## config.mk

```make
export PLATFORM = sky130hd
export DESIGN_NAME = i2c_master_byte_engine
export DESIGN_NICKNAME = d
export VERILOG_FILES = /design/src/rtl/i2cm_pkg.sv /design/src/rtl/i2cm_fifo.sv /design/src/rtl/i2cm_front.sv /design/src/rtl/i2cm_engine.sv /design/src/rtl/i2c_master_byte_engine.sv
export SDC_FILE = /design/constraint.sdc
export NUM_CORES = 1
export LEC_CHECK = 0
export ABC_AREA = 0
export BUFFER_PORTS_ARGS = -buffer_cell sky130_fd_sc_hd__buf_2
export CORE_MARGIN = 4
export CORE_UTILIZATION = 50
export CTS_CLUSTER_SIZE = 20
export DETAILED_ROUTE_END_ITERATION = 10
export PLACE_DENSITY = 0.7
export SLEW_MARGIN = 0
export SYNTH_ARGS = -nofsm -noshare
export SYNTH_HDL_FRONTEND = slang
export SYNTH_HIERARCHICAL = 1
export SYNTH_SLANG_ARGS = --single-unit
export TNS_END_PERCENT = 10
```

## constraint.sdc

```tcl
create_clock -name clk -period 3.9 [get_ports clk]
set_input_delay 0.78 -clock clk [delete_from_list [all_inputs] [get_ports clk]]
set_output_delay 0.78 -clock clk [all_outputs]
set_load 0.01 [all_outputs]
```

## src/rtl/i2cm_pkg.sv

```systemverilog
// ----------------------------------------------------------------------------
// I2C master byte engine package
// Shared types and constants for the request queue, the engine and the top.
// ----------------------------------------------------------------------------
package i2cm_pkg;

  localparam logic [2:0] OP_START = 3'd1;
  localparam logic [2:0] OP_STOP  = 3'd2;
  localparam logic [2:0] OP_WRITE = 3'd3;
  localparam logic [2:0] OP_READ  = 3'd4;

  localparam logic [1:0] REG_TICKS_PER_UNIT    = 2'd0;
  localparam logic [1:0] REG_START_STOP_UNITS  = 2'd1;
  localparam logic [1:0] REG_ACK_TIMEOUT_UNITS = 2'd2;

  localparam logic [15:0] TICKS_PER_UNIT_RESET    = 16'd100;
  localparam logic [3:0]  START_STOP_UNITS_RESET  = 4'd4;
  localparam logic [7:0]  ACK_TIMEOUT_UNITS_RESET = 8'd50;

  typedef enum logic [4:0] {
    CMD_NONE  = 5'b00001,
    CMD_START = 5'b00010,
    CMD_STOP  = 5'b00100,
    CMD_WRITE = 5'b01000,
    CMD_READ  = 5'b10000
  } cmd_kind_t;

  typedef enum logic [13:0] {
    PH_IDLE     = 14'b00000000000001,
    PH_ST_A     = 14'b00000000000010,
    PH_ST_B     = 14'b00000000000100,
    PH_SP_A     = 14'b00000000001000,
    PH_SP_B     = 14'b00000000010000,
    PH_WR_SETUP = 14'b00000000100000,
    PH_WR_HIGH  = 14'b00000001000000,
    PH_WR_LOW   = 14'b00000010000000,
    PH_WA_REL   = 14'b00000100000000,
    PH_WA_POLL  = 14'b00001000000000,
    PH_RD_LOW   = 14'b00010000000000,
    PH_RD_HIGH  = 14'b00100000000000,
    PH_AK_SETUP = 14'b01000000000000,
    PH_AK_HIGH  = 14'b10000000000000
  } phase_t;

  typedef struct packed {
    cmd_kind_t  kind;
    logic [7:0] tx_byte;
    logic       send_ack;
    logic       sda_sample;
  } req_t;

  typedef struct packed {
    logic       scl_level;
    logic       sda_level;
    logic       sda_drive_enable;
    logic       busy_res;
    logic       done_res;
    logic [7:0] rx_byte;
    logic       ack_failed;
    logic       command_rejected;
  } res_t;

  typedef struct packed {
    logic [15:0] ticks_per_unit;
    logic [3:0]  start_stop_units;
    logic [7:0]  ack_timeout_units;
  } cfg_t;

endpackage

```

## src/rtl/i2cm_fifo.sv

```systemverilog
// ----------------------------------------------------------------------------
// I2C master small queue
// Register-based first-in first-out queue with full and empty flags.
// ----------------------------------------------------------------------------
module i2cm_fifo #(
  parameter int DEPTH = 2,
  parameter type item_t = logic
) (
  input  logic  clk,
  input  logic  rst,
  input  logic  push,
  input  item_t push_data,
  output logic  full,
  input  logic  pop,
  output item_t pop_data,
  output logic  empty
);

  localparam int PTR_W = $clog2(DEPTH);
  localparam int CNT_W = $clog2(DEPTH + 1);
  localparam logic [PTR_W-1:0] PTR_LAST = PTR_W'(DEPTH - 1);
  localparam logic [CNT_W-1:0] CNT_FULL = CNT_W'(DEPTH);

  item_t            entries [DEPTH];
  logic [PTR_W-1:0] wr_ptr;
  logic [PTR_W-1:0] rd_ptr;
  logic [CNT_W-1:0] count;
  logic             do_push;
  logic             do_pop;

  assign full     = (count == CNT_FULL);
  assign empty    = (count == '0);
  assign do_push  = push && !full;
  assign do_pop   = pop && !empty;
  assign pop_data = entries[rd_ptr];

  always_ff @(posedge clk) begin
    if (rst) begin
      wr_ptr <= '0;
      rd_ptr <= '0;
      count  <= '0;
    end else begin
      if (do_push) begin
        wr_ptr <= (wr_ptr == PTR_LAST) ? '0 : wr_ptr + 1'b1;
      end
      if (do_pop) begin
        rd_ptr <= (rd_ptr == PTR_LAST) ? '0 : rd_ptr + 1'b1;
      end
      if (do_push && !do_pop) begin
        count <= count + 1'b1;
      end else if (do_pop && !do_push) begin
        count <= count - 1'b1;
      end
    end
  end

  always_ff @(posedge clk) begin
    if (do_push) begin
      entries[wr_ptr] <= push_data;
    end
  end

endmodule

```

## src/rtl/i2cm_front.sv

```systemverilog
// ----------------------------------------------------------------------------
// I2C master request front end
// Accepts requests, decodes the opcode into a command kind and queues them.
// ----------------------------------------------------------------------------
module i2cm_front #(
  parameter int DEPTH = 2
) (
  input  logic            clk,
  input  logic            rst,
  input  logic            push,
  output logic            full,
  input  logic [2:0]      opcode,
  input  logic [7:0]      tx_byte,
  input  logic            send_ack,
  input  logic            sda_sample,
  input  logic            req_pop,
  output i2cm_pkg::req_t  req,
  output logic            req_empty
);

  i2cm_pkg::req_t decoded;

  always_comb begin
    decoded.tx_byte    = tx_byte;
    decoded.send_ack   = send_ack;
    decoded.sda_sample = sda_sample;
    unique case (opcode)
      i2cm_pkg::OP_START: decoded.kind = i2cm_pkg::CMD_START;
      i2cm_pkg::OP_STOP:  decoded.kind = i2cm_pkg::CMD_STOP;
      i2cm_pkg::OP_WRITE: decoded.kind = i2cm_pkg::CMD_WRITE;
      i2cm_pkg::OP_READ:  decoded.kind = i2cm_pkg::CMD_READ;
      default:            decoded.kind = i2cm_pkg::CMD_NONE;
    endcase
  end

  i2cm_fifo #(
    .DEPTH  (DEPTH),
    .item_t (i2cm_pkg::req_t)
  ) u_req_queue (
    .clk       (clk),
    .rst       (rst),
    .push      (push),
    .push_data (decoded),
    .full      (full),
    .pop       (req_pop),
    .pop_data  (req),
    .empty     (req_empty)
  );

endmodule

```

## src/rtl/i2cm_engine.sv

```systemverilog
// ----------------------------------------------------------------------------
// I2C master bus engine
// Runs the start, stop, write and read sequences one tick per request.
// ----------------------------------------------------------------------------
module i2cm_engine (
  input  logic           clk,
  input  logic           rst,
  input  i2cm_pkg::cfg_t cfg,
  input  i2cm_pkg::req_t req,
  input  logic           req_empty,
  output logic           req_pop,
  output logic           res_push,
  output i2cm_pkg::res_t res,
  input  logic           res_full
);

  i2cm_pkg::phase_t phase, phase_next;
  logic [3:0]  bit_count, bit_count_next;
  logic [7:0]  shift_byte, shift_byte_next;
  logic [15:0] tick_count, tick_count_next;
  logic [7:0]  unit_count, unit_count_next;
  logic        scl_reg, scl_reg_next;
  logic        sda_reg, sda_reg_next;
  logic        sda_oe_reg, sda_oe_reg_next;
  logic        ack_bit, ack_bit_next;
  logic        fail_flag, fail_flag_next;
  logic [7:0]  rx_reg, rx_reg_next;
  logic        done, rejected;

  logic        step;
  logic [15:0] tpu_eff;
  logic [3:0]  ssu_eff;
  logic [15:0] tick_inc;
  logic        unit_tick;
  logic [7:0]  unit_inc;
  logic        hold_done;
  logic [3:0]  bit_inc;
  logic [7:0]  tx_shift;

  assign step     = !req_empty && !res_full;
  assign req_pop  = step;
  assign res_push = step;

  assign tpu_eff   = (cfg.ticks_per_unit == '0) ? 16'd1 : cfg.ticks_per_unit;
  assign ssu_eff   = (cfg.start_stop_units == '0) ? 4'd1 : cfg.start_stop_units;
  assign tick_inc  = tick_count + 16'd1;
  assign unit_tick = (tick_inc >= tpu_eff);
  assign unit_inc  = unit_count + 8'd1;
  assign hold_done = unit_tick && (unit_inc >= {4'd0, ssu_eff});
  assign bit_inc   = bit_count + 4'd1;
  assign tx_shift  = shift_byte << bit_inc[2:0];

  always_comb begin
    phase_next      = phase;
    bit_count_next  = bit_count;
    shift_byte_next = shift_byte;
    tick_count_next = tick_count;
    unit_count_next = unit_count;
    scl_reg_next    = scl_reg;
    sda_reg_next    = sda_reg;
    sda_oe_reg_next = sda_oe_reg;
    ack_bit_next    = ack_bit;
    fail_flag_next  = fail_flag;
    rx_reg_next     = rx_reg;
    done            = 1'b0;
    rejected        = 1'b0;

    if (phase == i2cm_pkg::PH_IDLE) begin
      tick_count_next = '0;
      unit_count_next = '0;
      unique case (req.kind)
        i2cm_pkg::CMD_START: begin
          sda_oe_reg_next = 1'b1;
          sda_reg_next    = 1'b1;
          scl_reg_next    = 1'b1;
          phase_next      = i2cm_pkg::PH_ST_A;
        end
        i2cm_pkg::CMD_STOP: begin
          sda_oe_reg_next = 1'b1;
          scl_reg_next    = 1'b0;
          sda_reg_next    = 1'b0;
          phase_next      = i2cm_pkg::PH_SP_A;
        end
        i2cm_pkg::CMD_WRITE: begin
          shift_byte_next = req.tx_byte;
          bit_count_next  = '0;
          fail_flag_next  = 1'b0;
          sda_oe_reg_next = 1'b1;
          scl_reg_next    = 1'b0;
          sda_reg_next    = req.tx_byte[7];
          phase_next      = i2cm_pkg::PH_WR_SETUP;
        end
        i2cm_pkg::CMD_READ: begin
          shift_byte_next = '0;
          bit_count_next  = '0;
          ack_bit_next    = req.send_ack;
          sda_oe_reg_next = 1'b0;
          scl_reg_next    = 1'b0;
          phase_next      = i2cm_pkg::PH_RD_LOW;
        end
        default: begin
        end
      endcase
    end else begin
      rejected        = (req.kind != i2cm_pkg::CMD_NONE);
      tick_count_next = unit_tick ? 16'd0 : tick_inc;
      unique case (phase)
        i2cm_pkg::PH_ST_A, i2cm_pkg::PH_ST_B,
        i2cm_pkg::PH_SP_A, i2cm_pkg::PH_SP_B: begin
          if (unit_tick) begin
            unit_count_next = hold_done ? 8'd0 : unit_inc;
          end
          if (hold_done) begin
            unique case (phase)
              i2cm_pkg::PH_ST_A: begin
                sda_reg_next = 1'b0;
                phase_next   = i2cm_pkg::PH_ST_B;
              end
              i2cm_pkg::PH_ST_B: begin
                scl_reg_next = 1'b0;
                done         = 1'b1;
                phase_next   = i2cm_pkg::PH_IDLE;
              end
              i2cm_pkg::PH_SP_A: begin
                scl_reg_next = 1'b1;
                sda_reg_next = 1'b1;
                phase_next   = i2cm_pkg::PH_SP_B;
              end
              default: begin
                done       = 1'b1;
                phase_next = i2cm_pkg::PH_IDLE;
              end
            endcase
          end
        end
        i2cm_pkg::PH_WR_SETUP: begin
          if (unit_tick) begin
            scl_reg_next = 1'b1;
            phase_next   = i2cm_pkg::PH_WR_HIGH;
          end
        end
        i2cm_pkg::PH_WR_HIGH: begin
          if (unit_tick) begin
            scl_reg_next = 1'b0;
            phase_next   = i2cm_pkg::PH_WR_LOW;
          end
        end
        i2cm_pkg::PH_WR_LOW: begin
          if (unit_tick) begin
            bit_count_next = bit_inc;
            if (bit_inc < 4'd8) begin
              sda_reg_next = tx_shift[7];
              phase_next   = i2cm_pkg::PH_WR_SETUP;
            end else begin
              sda_oe_reg_next = 1'b0;
              sda_reg_next    = 1'b1;
              phase_next      = i2cm_pkg::PH_WA_REL;
            end
          end
        end
        i2cm_pkg::PH_WA_REL: begin
          if (unit_tick) begin
            scl_reg_next    = 1'b1;
            unit_count_next = '0;
            phase_next      = i2cm_pkg::PH_WA_POLL;
          end
        end
        i2cm_pkg::PH_WA_POLL: begin
          if (unit_tick) begin
            priority if (!req.sda_sample) begin
              scl_reg_next   = 1'b0;
              fail_flag_next = 1'b0;
              done           = 1'b1;
              phase_next     = i2cm_pkg::PH_IDLE;
            end else if (unit_count >= cfg.ack_timeout_units) begin
              fail_flag_next  = 1'b1;
              sda_oe_reg_next = 1'b1;
              scl_reg_next    = 1'b0;
              sda_reg_next    = 1'b0;
              unit_count_next = '0;
              phase_next      = i2cm_pkg::PH_SP_A;
            end else begin
              unit_count_next = unit_inc;
            end
          end
        end
        i2cm_pkg::PH_RD_LOW: begin
          if (unit_tick) begin
            scl_reg_next    = 1'b1;
            shift_byte_next = {shift_byte[6:0], req.sda_sample};
            phase_next      = i2cm_pkg::PH_RD_HIGH;
          end
        end
        i2cm_pkg::PH_RD_HIGH: begin
          if (unit_tick) begin
            bit_count_next = bit_inc;
            scl_reg_next   = 1'b0;
            if (bit_inc < 4'd8) begin
              phase_next = i2cm_pkg::PH_RD_LOW;
            end else begin
              sda_oe_reg_next = 1'b1;
              sda_reg_next    = !ack_bit;
              phase_next      = i2cm_pkg::PH_AK_SETUP;
            end
          end
        end
        i2cm_pkg::PH_AK_SETUP: begin
          if (unit_tick) begin
            scl_reg_next = 1'b1;
            phase_next   = i2cm_pkg::PH_AK_HIGH;
          end
        end
        i2cm_pkg::PH_AK_HIGH: begin
          if (unit_tick) begin
            scl_reg_next = 1'b0;
            rx_reg_next  = shift_byte;
            done         = 1'b1;
            phase_next   = i2cm_pkg::PH_IDLE;
          end
        end
        default: begin
          phase_next = i2cm_pkg::PH_IDLE;
        end
      endcase
    end
  end

  always_comb begin
    res.scl_level        = scl_reg_next;
    res.sda_level        = sda_reg_next;
    res.sda_drive_enable = sda_oe_reg_next;
    res.busy_res         = (phase_next != i2cm_pkg::PH_IDLE);
    res.done_res         = done;
    res.rx_byte          = rx_reg_next;
    res.ack_failed       = fail_flag_next;
    res.command_rejected = rejected;
  end

  always_ff @(posedge clk) begin
    if (rst) begin
      phase      <= i2cm_pkg::PH_IDLE;
      bit_count  <= '0;
      shift_byte <= '0;
      tick_count <= '0;
      unit_count <= '0;
      scl_reg    <= 1'b1;
      sda_reg    <= 1'b1;
      sda_oe_reg <= 1'b1;
      ack_bit    <= 1'b0;
      fail_flag  <= 1'b0;
      rx_reg     <= '0;
    end else if (step) begin
      phase      <= phase_next;
      bit_count  <= bit_count_next;
      shift_byte <= shift_byte_next;
      tick_count <= tick_count_next;
      unit_count <= unit_count_next;
      scl_reg    <= scl_reg_next;
      sda_reg    <= sda_reg_next;
      sda_oe_reg <= sda_oe_reg_next;
      ack_bit    <= ack_bit_next;
      fail_flag  <= fail_flag_next;
      rx_reg     <= rx_reg_next;
    end
  end

  a_idle_never_rejects: assert property (@(posedge clk) disable iff (rst)
    step && phase == i2cm_pkg::PH_IDLE |-> !rejected)
    else $error("A request taken while idle was flagged as rejected.");

  a_done_ends_busy: assert property (@(posedge clk) disable iff (rst)
    step && done |-> phase_next == i2cm_pkg::PH_IDLE)
    else $error("A completing request left the engine busy.");

  a_stall_holds_state: assert property (@(posedge clk) disable iff (rst)
    !step |=> $stable(phase) && $stable(tick_count) && $stable(unit_count))
    else $error("Engine state moved without a request being taken.");

  a_bit_count_bound: assert property (@(posedge clk) disable iff (rst)
    bit_count <= 4'd8)
    else $error("Bit counter ran past one byte.");

endmodule

```

## src/rtl/i2c_master_byte_engine.sv

```systemverilog
// A request accepted into the request queue is stepped by the engine combinationally, and its result is
// registered into the result queue, from which it can be popped; a full result queue stalls the step.
// Throughput: one request per cycle while the result queue has room; the bus engine steps once per request.
// The request queue and the result queue each hold QUEUE_DEPTH entries.
// Reset: synchronous; both queues empty, the engine idle with SCL and SDA driven high,
// and the registers back at 100 ticks per unit, 4 start/stop units and 50 timeout units.
// ----------------------------------------------------------------------------
// I2C master byte engine top level
// Configuration registers, request front end, bus engine and result queue.
// ----------------------------------------------------------------------------
module i2c_master_byte_engine #(
  parameter int QUEUE_DEPTH = 2
) (
  input  logic        clk,
  input  logic        rst,
  input  logic        cfg_we,
  input  logic [1:0]  cfg_addr,
  input  logic [15:0] cfg_data,
  input  logic        push,
  output logic        full,
  input  logic [2:0]  opcode,
  input  logic [7:0]  tx_byte,
  input  logic        send_ack,
  input  logic        sda_sample,
  output logic        empty,
  input  logic        pop,
  output logic        scl_level,
  output logic        sda_level,
  output logic        sda_drive_enable,
  output logic        busy_res,
  output logic        done_res,
  output logic [7:0]  rx_byte,
  output logic        ack_failed,
  output logic        command_rejected
);

  i2cm_pkg::cfg_t cfg;
  i2cm_pkg::req_t req;
  i2cm_pkg::res_t res_in;
  i2cm_pkg::res_t res_out;
  logic           req_empty;
  logic           req_pop;
  logic           res_push;
  logic           res_full;

  always_ff @(posedge clk) begin
    if (rst) begin
      cfg.ticks_per_unit    <= i2cm_pkg::TICKS_PER_UNIT_RESET;
      cfg.start_stop_units  <= i2cm_pkg::START_STOP_UNITS_RESET;
      cfg.ack_timeout_units <= i2cm_pkg::ACK_TIMEOUT_UNITS_RESET;
    end else if (cfg_we) begin
      unique case (cfg_addr)
        i2cm_pkg::REG_TICKS_PER_UNIT:    cfg.ticks_per_unit    <= cfg_data;
        i2cm_pkg::REG_START_STOP_UNITS:  cfg.start_stop_units  <= cfg_data[3:0];
        i2cm_pkg::REG_ACK_TIMEOUT_UNITS: cfg.ack_timeout_units <= cfg_data[7:0];
        default: begin
        end
      endcase
    end
  end

  i2cm_front #(
    .DEPTH (QUEUE_DEPTH)
  ) u_front (
    .clk        (clk),
    .rst        (rst),
    .push       (push),
    .full       (full),
    .opcode     (opcode),
    .tx_byte    (tx_byte),
    .send_ack   (send_ack),
    .sda_sample (sda_sample),
    .req_pop    (req_pop),
    .req        (req),
    .req_empty  (req_empty)
  );

  i2cm_engine u_engine (
    .clk       (clk),
    .rst       (rst),
    .cfg       (cfg),
    .req       (req),
    .req_empty (req_empty),
    .req_pop   (req_pop),
    .res_push  (res_push),
    .res       (res_in),
    .res_full  (res_full)
  );

  i2cm_fifo #(
    .DEPTH  (QUEUE_DEPTH),
    .item_t (i2cm_pkg::res_t)
  ) u_res_queue (
    .clk       (clk),
    .rst       (rst),
    .push      (res_push),
    .push_data (res_in),
    .full      (res_full),
    .pop       (pop),
    .pop_data  (res_out),
    .empty     (empty)
  );

  assign scl_level        = res_out.scl_level;
  assign sda_level        = res_out.sda_level;
  assign sda_drive_enable = res_out.sda_drive_enable;
  assign busy_res         = res_out.busy_res;
  assign done_res         = res_out.done_res;
  assign rx_byte          = res_out.rx_byte;
  assign ack_failed       = res_out.ack_failed;
  assign command_rejected = res_out.command_rejected;

endmodule
```

==> impl_metrics.env <==
export IMPL_max_slew_margin=0.313
export IMPL_ios=53
export IMPL_drive_above_1_share=0.199
export IMPL_worstSetupPathType="flip-flop to flip-flop"
export IMPL_std_cell_rows=48
export IMPL_finalWorstSetupSlack_ns=0.165
export IMPL_synthesis_nets=995
export IMPL_ant_nets=0
export IMPL_grt_overflow_total=0
export IMPL_start_kind="flip-flop"
export IMPL_wl_per_cell_microns=16.8
export IMPL_cts_buffers=17
export IMPL_min_period_ns=3.73
export IMPL_io_buffers=52
export IMPL_maxSlewViolCount=0
export IMPL_htreeDepth=4
export IMPL_max_freq_ghz=0.268
export IMPL_gp_congestion=0.964
export IMPL_p_total_w=0.00592
export IMPL_stdcell_area_sq_mm=0.00995
export IMPL_cts_tree="built"
export IMPL_final_net_count=1041
export IMPL_grt_pass1_wl_mm=33.5
export IMPL_synthDistinctLibCells=77
export IMPL_status="complete, no violations"
export IMPL_crit_fanout=8
export IMPL_period_share=0.958
export IMPL_critical_path_buf_inv_count=0
export IMPL_syn_area_sq_mm=0.00875
export IMPL_clock_latency_ns=0.43
export IMPL_syn_avg_cell_area_sq_um=9.45
export IMPL_yosys_most_used_dff="dfxtp_1"
export IMPL_hp_class="flip-flop to flip-flop"
export IMPL_areaGrowthSynthToFinish_pct=13.8
export IMPL_grt_max_degree=89
export IMPL_postCtsHoldBufs=0
export IMPL_synth_enable_flop_cells=60
export IMPL_multi_input_area_sq_mm=0.00462
export IMPL_cp_common_cell="and3_4"
export IMPL_fin_util=0.577
export IMPL_ir_drop_mv=0.515
export IMPL_n_fill_cell=1478
export IMPL_wirelength_mm=20.3
export IMPL_antenna_found_initial=0
export IMPL_hpwl_mm=14.2
export IMPL_clock_path_buffers=2
export IMPL_cts_root_buf="clkbuf_16"
export IMPL_clkTransAtPathRegs_ns=0.07
export IMPL_vias_per_cell=5.85
export IMPL_cp_end_kind="flip-flop"
export IMPL_worstPathArrival_ns=4.07
export IMPL_hold_viol=0
export IMPL_yosysSeqAreaShare=0.437
export IMPL_seqCellArea_sq_mm=0.00383
export IMPL_antenna_cells=0
export IMPL_ys_warn_count=6
export IMPL_grt_pass1_vias=6681
export IMPL_ys_async_sr_fraction=0
export IMPL_grt_total_usage=0.207
export IMPL_setup_viol=0
export IMPL_drt_iter0_drc=647
export IMPL_cp_top_family="simple AND/OR/NAND/NOR gates"
export IMPL_place_ws_ns=-0.0832
export IMPL_die_x_microns=140
export IMPL_die_height_microns=140
export IMPL_initial_core_util=0.507
export IMPL_required_ns=4.24
export IMPL_reg_top3="u_front/u_req_queue/entries (30), u_res_queue/entries (30), cfg (28)"
export IMPL_hold_ws_ns=0.457
export IMPL_p_leak_nw=3.96
export IMPL_clock_sinks=161
export IMPL_ys_ff_latch=161
export IMPL_drc=0
export IMPL_fin_skew_ns=0.0103
export IMPL_placed_area_sq_mm=0.00921
export IMPL_core_area_sq_mm=0.0172
export IMPL_powerDensity_mw_per_mm2=595
export IMPL_maxCapViolCount=0
export IMPL_cp_cell_sequence="ha_2 -> and3_4 -> and3_4 -> and3_4 -> and3_4 -> nand3_2 -> xnor2_2 -> ha_1 -> and4_4 -> nand3_1 -> a221o_1 -> nand3_4 -> a211o_1 -> and2_1 -> or4_4 -> o31ai_2"
export IMPL_tightest_slew_ns=1.02
export IMPL_syn_inst=926
export IMPL_crit_slowest_cell="or4_4"
export IMPL_dr_pass1_iters=7
export IMPL_die_area_sq_mm=0.0197
export IMPL_max_stage_delay_ns=0.49
export IMPL_vias=7076
-- layer usage --
| layer | track usage | routed length [microns] | vias to the layer above |
|---|---|---|---|
| li1 | - | - | 3447 |
| met1 | 0.290 | 9290 | 3355 |
| met2 | 0.332 | 9510 | 249 |
| met3 | 0.0379 | 1250 | 25 |
| met4 | 0.0535 | 274 | 0 |
| met5 | 0 | 0 | - |
-- logic make-up after synthesis --
logic type,count (synthesis),synth area share
mux,72,0.0908
compound gates,189,0.135
simple gates,354,0.216
flops,161,0.437
buf+inv,88,0.0446
xor+xnor,29,0.0290
fa+ha+maj,33,0.0472
-- cell usage in the layout (no fill, tap or decap), types with 4 or more instances in the layout --
cell / count
nor2b_1: 8
or4_1: 5
nand4_1: 8
nand3b_1: 8
dfxtp_2: 4
nand3_1: 36
a211oi_1: 7
xnor2_1: 9
nor2_1: 74
edfxtp_1: 60
a21oi_1: 60
nand2_1: 79
mux2i_1: 31
and4_1: 6
a22oi_1: 12
inv_1: 37
and2_1: 7
o21ai_0: 47
nand2b_1: 42
dfxtp_1: 96
buf_2: 51
nor4_1: 6
buf_4: 27
or3_1: 7
mux2_2: 39
clkbuf_16: 17
clkinv_8: 5
a21o_1: 10
o22ai_1: 4
nor4b_1: 5
a31oi_1: 8
xor2_1: 19
inv_6: 4
and3_1: 9
nor3b_1: 4
ha_1: 32
nor3_1: 15
and3_4: 6
-- power breakdown --
group	switching (W)	total [W]	internal, W	leakage (nW)
Combinational	0.00128	0.00202	0.000738	2.28
Sequential	0.000162	0.00219	0.00203	1.38
Clock	0.000788	0.00171	0.000923	0.293
Total	0.00223	0.00592	0.00369	3.96
-- worst min-delay path: stages (launching register included) --
cell     delay, ns
dfxtp_1       0.31
nand2_1       0.05
a21oi_1       0.05
-- through the flow --
step / instances / setup TNS [ns]
3_3_place_gp: 1175 / 0
6_report: 1210 / 0
5_1_grt: 1210 / -0.00967
4_1_cts: 1207 / 0
3_5_place_dp: 1175 / -0.268
2_1_floorplan: 926 / 0
-- worst paths after layout --
check,slack [ns],cells after the start,to,start
setup / recovery,0.17,16,u_engine/unit_count[4],u_engine/tick_count[1]
hold / removal,0.46,2,u_engine/rx_reg[1],u_engine/rx_reg[1]
setup reg to reg,0.17,16,u_engine/unit_count[4],u_engine/tick_count[1]
hold reg to reg,0.46,2,u_engine/rx_reg[1],u_engine/rx_reg[1]
-- cells in the mapped netlist, types with 7 or more instances --
library cell | count | area (sq um)
ha_1 | 33 | 413
nand2b_1 | 42 | 263
xor2_1 | 19 | 166
clkbuf_1 | 32 | 120
a211oi_1 | 7 | 52.6
a22oi_1 | 13 | 97.6
mux2_2 | 39 | 439
buf_2 | 8 | 40.0
a21oi_1 | 61 | 305
and2_1 | 7 | 43.8
and3_1 | 15 | 93.8
nand3b_1 | 8 | 60.1
a21o_1 | 10 | 75.1
nand2_1 | 79 | 297
mux2i_1 | 31 | 310
or3_1 | 7 | 43.8
nand4_1 | 8 | 50.1
and4_1 | 7 | 61.3
o21ai_0 | 50 | 250
edfxtp_1 | 60 | 1800
xnor2_1 | 10 | 87.6
nor2b_1 | 8 | 50.1
inv_1 | 37 | 139
buf_4 | 8 | 60.1
dfxtp_1 | 101 | 2020
a31oi_1 | 8 | 50.1
nand3_1 | 38 | 190
nor2_1 | 75 | 282
nor3_1 | 16 | 80.1
-- cell type report --
type	instances	area share
Inverter	37	0.0140
Clock buffer	17	0.0428
Sequential cell	161	0.385
Timing Repair Buffer	78	0.0460
Clock inverter	15	0.0194
Multi-Input combinational cell	677	0.464
Tap cell	225	0.0283
-- timing repair --
action                                  in CTS  in global routing
setup buffers                                0                  3
pin swaps                                    1                  3
endpoints found under the setup margin      11                 81
resized for setup                            1                 29
Note: power is estimated with default switching activity, not from simulation.
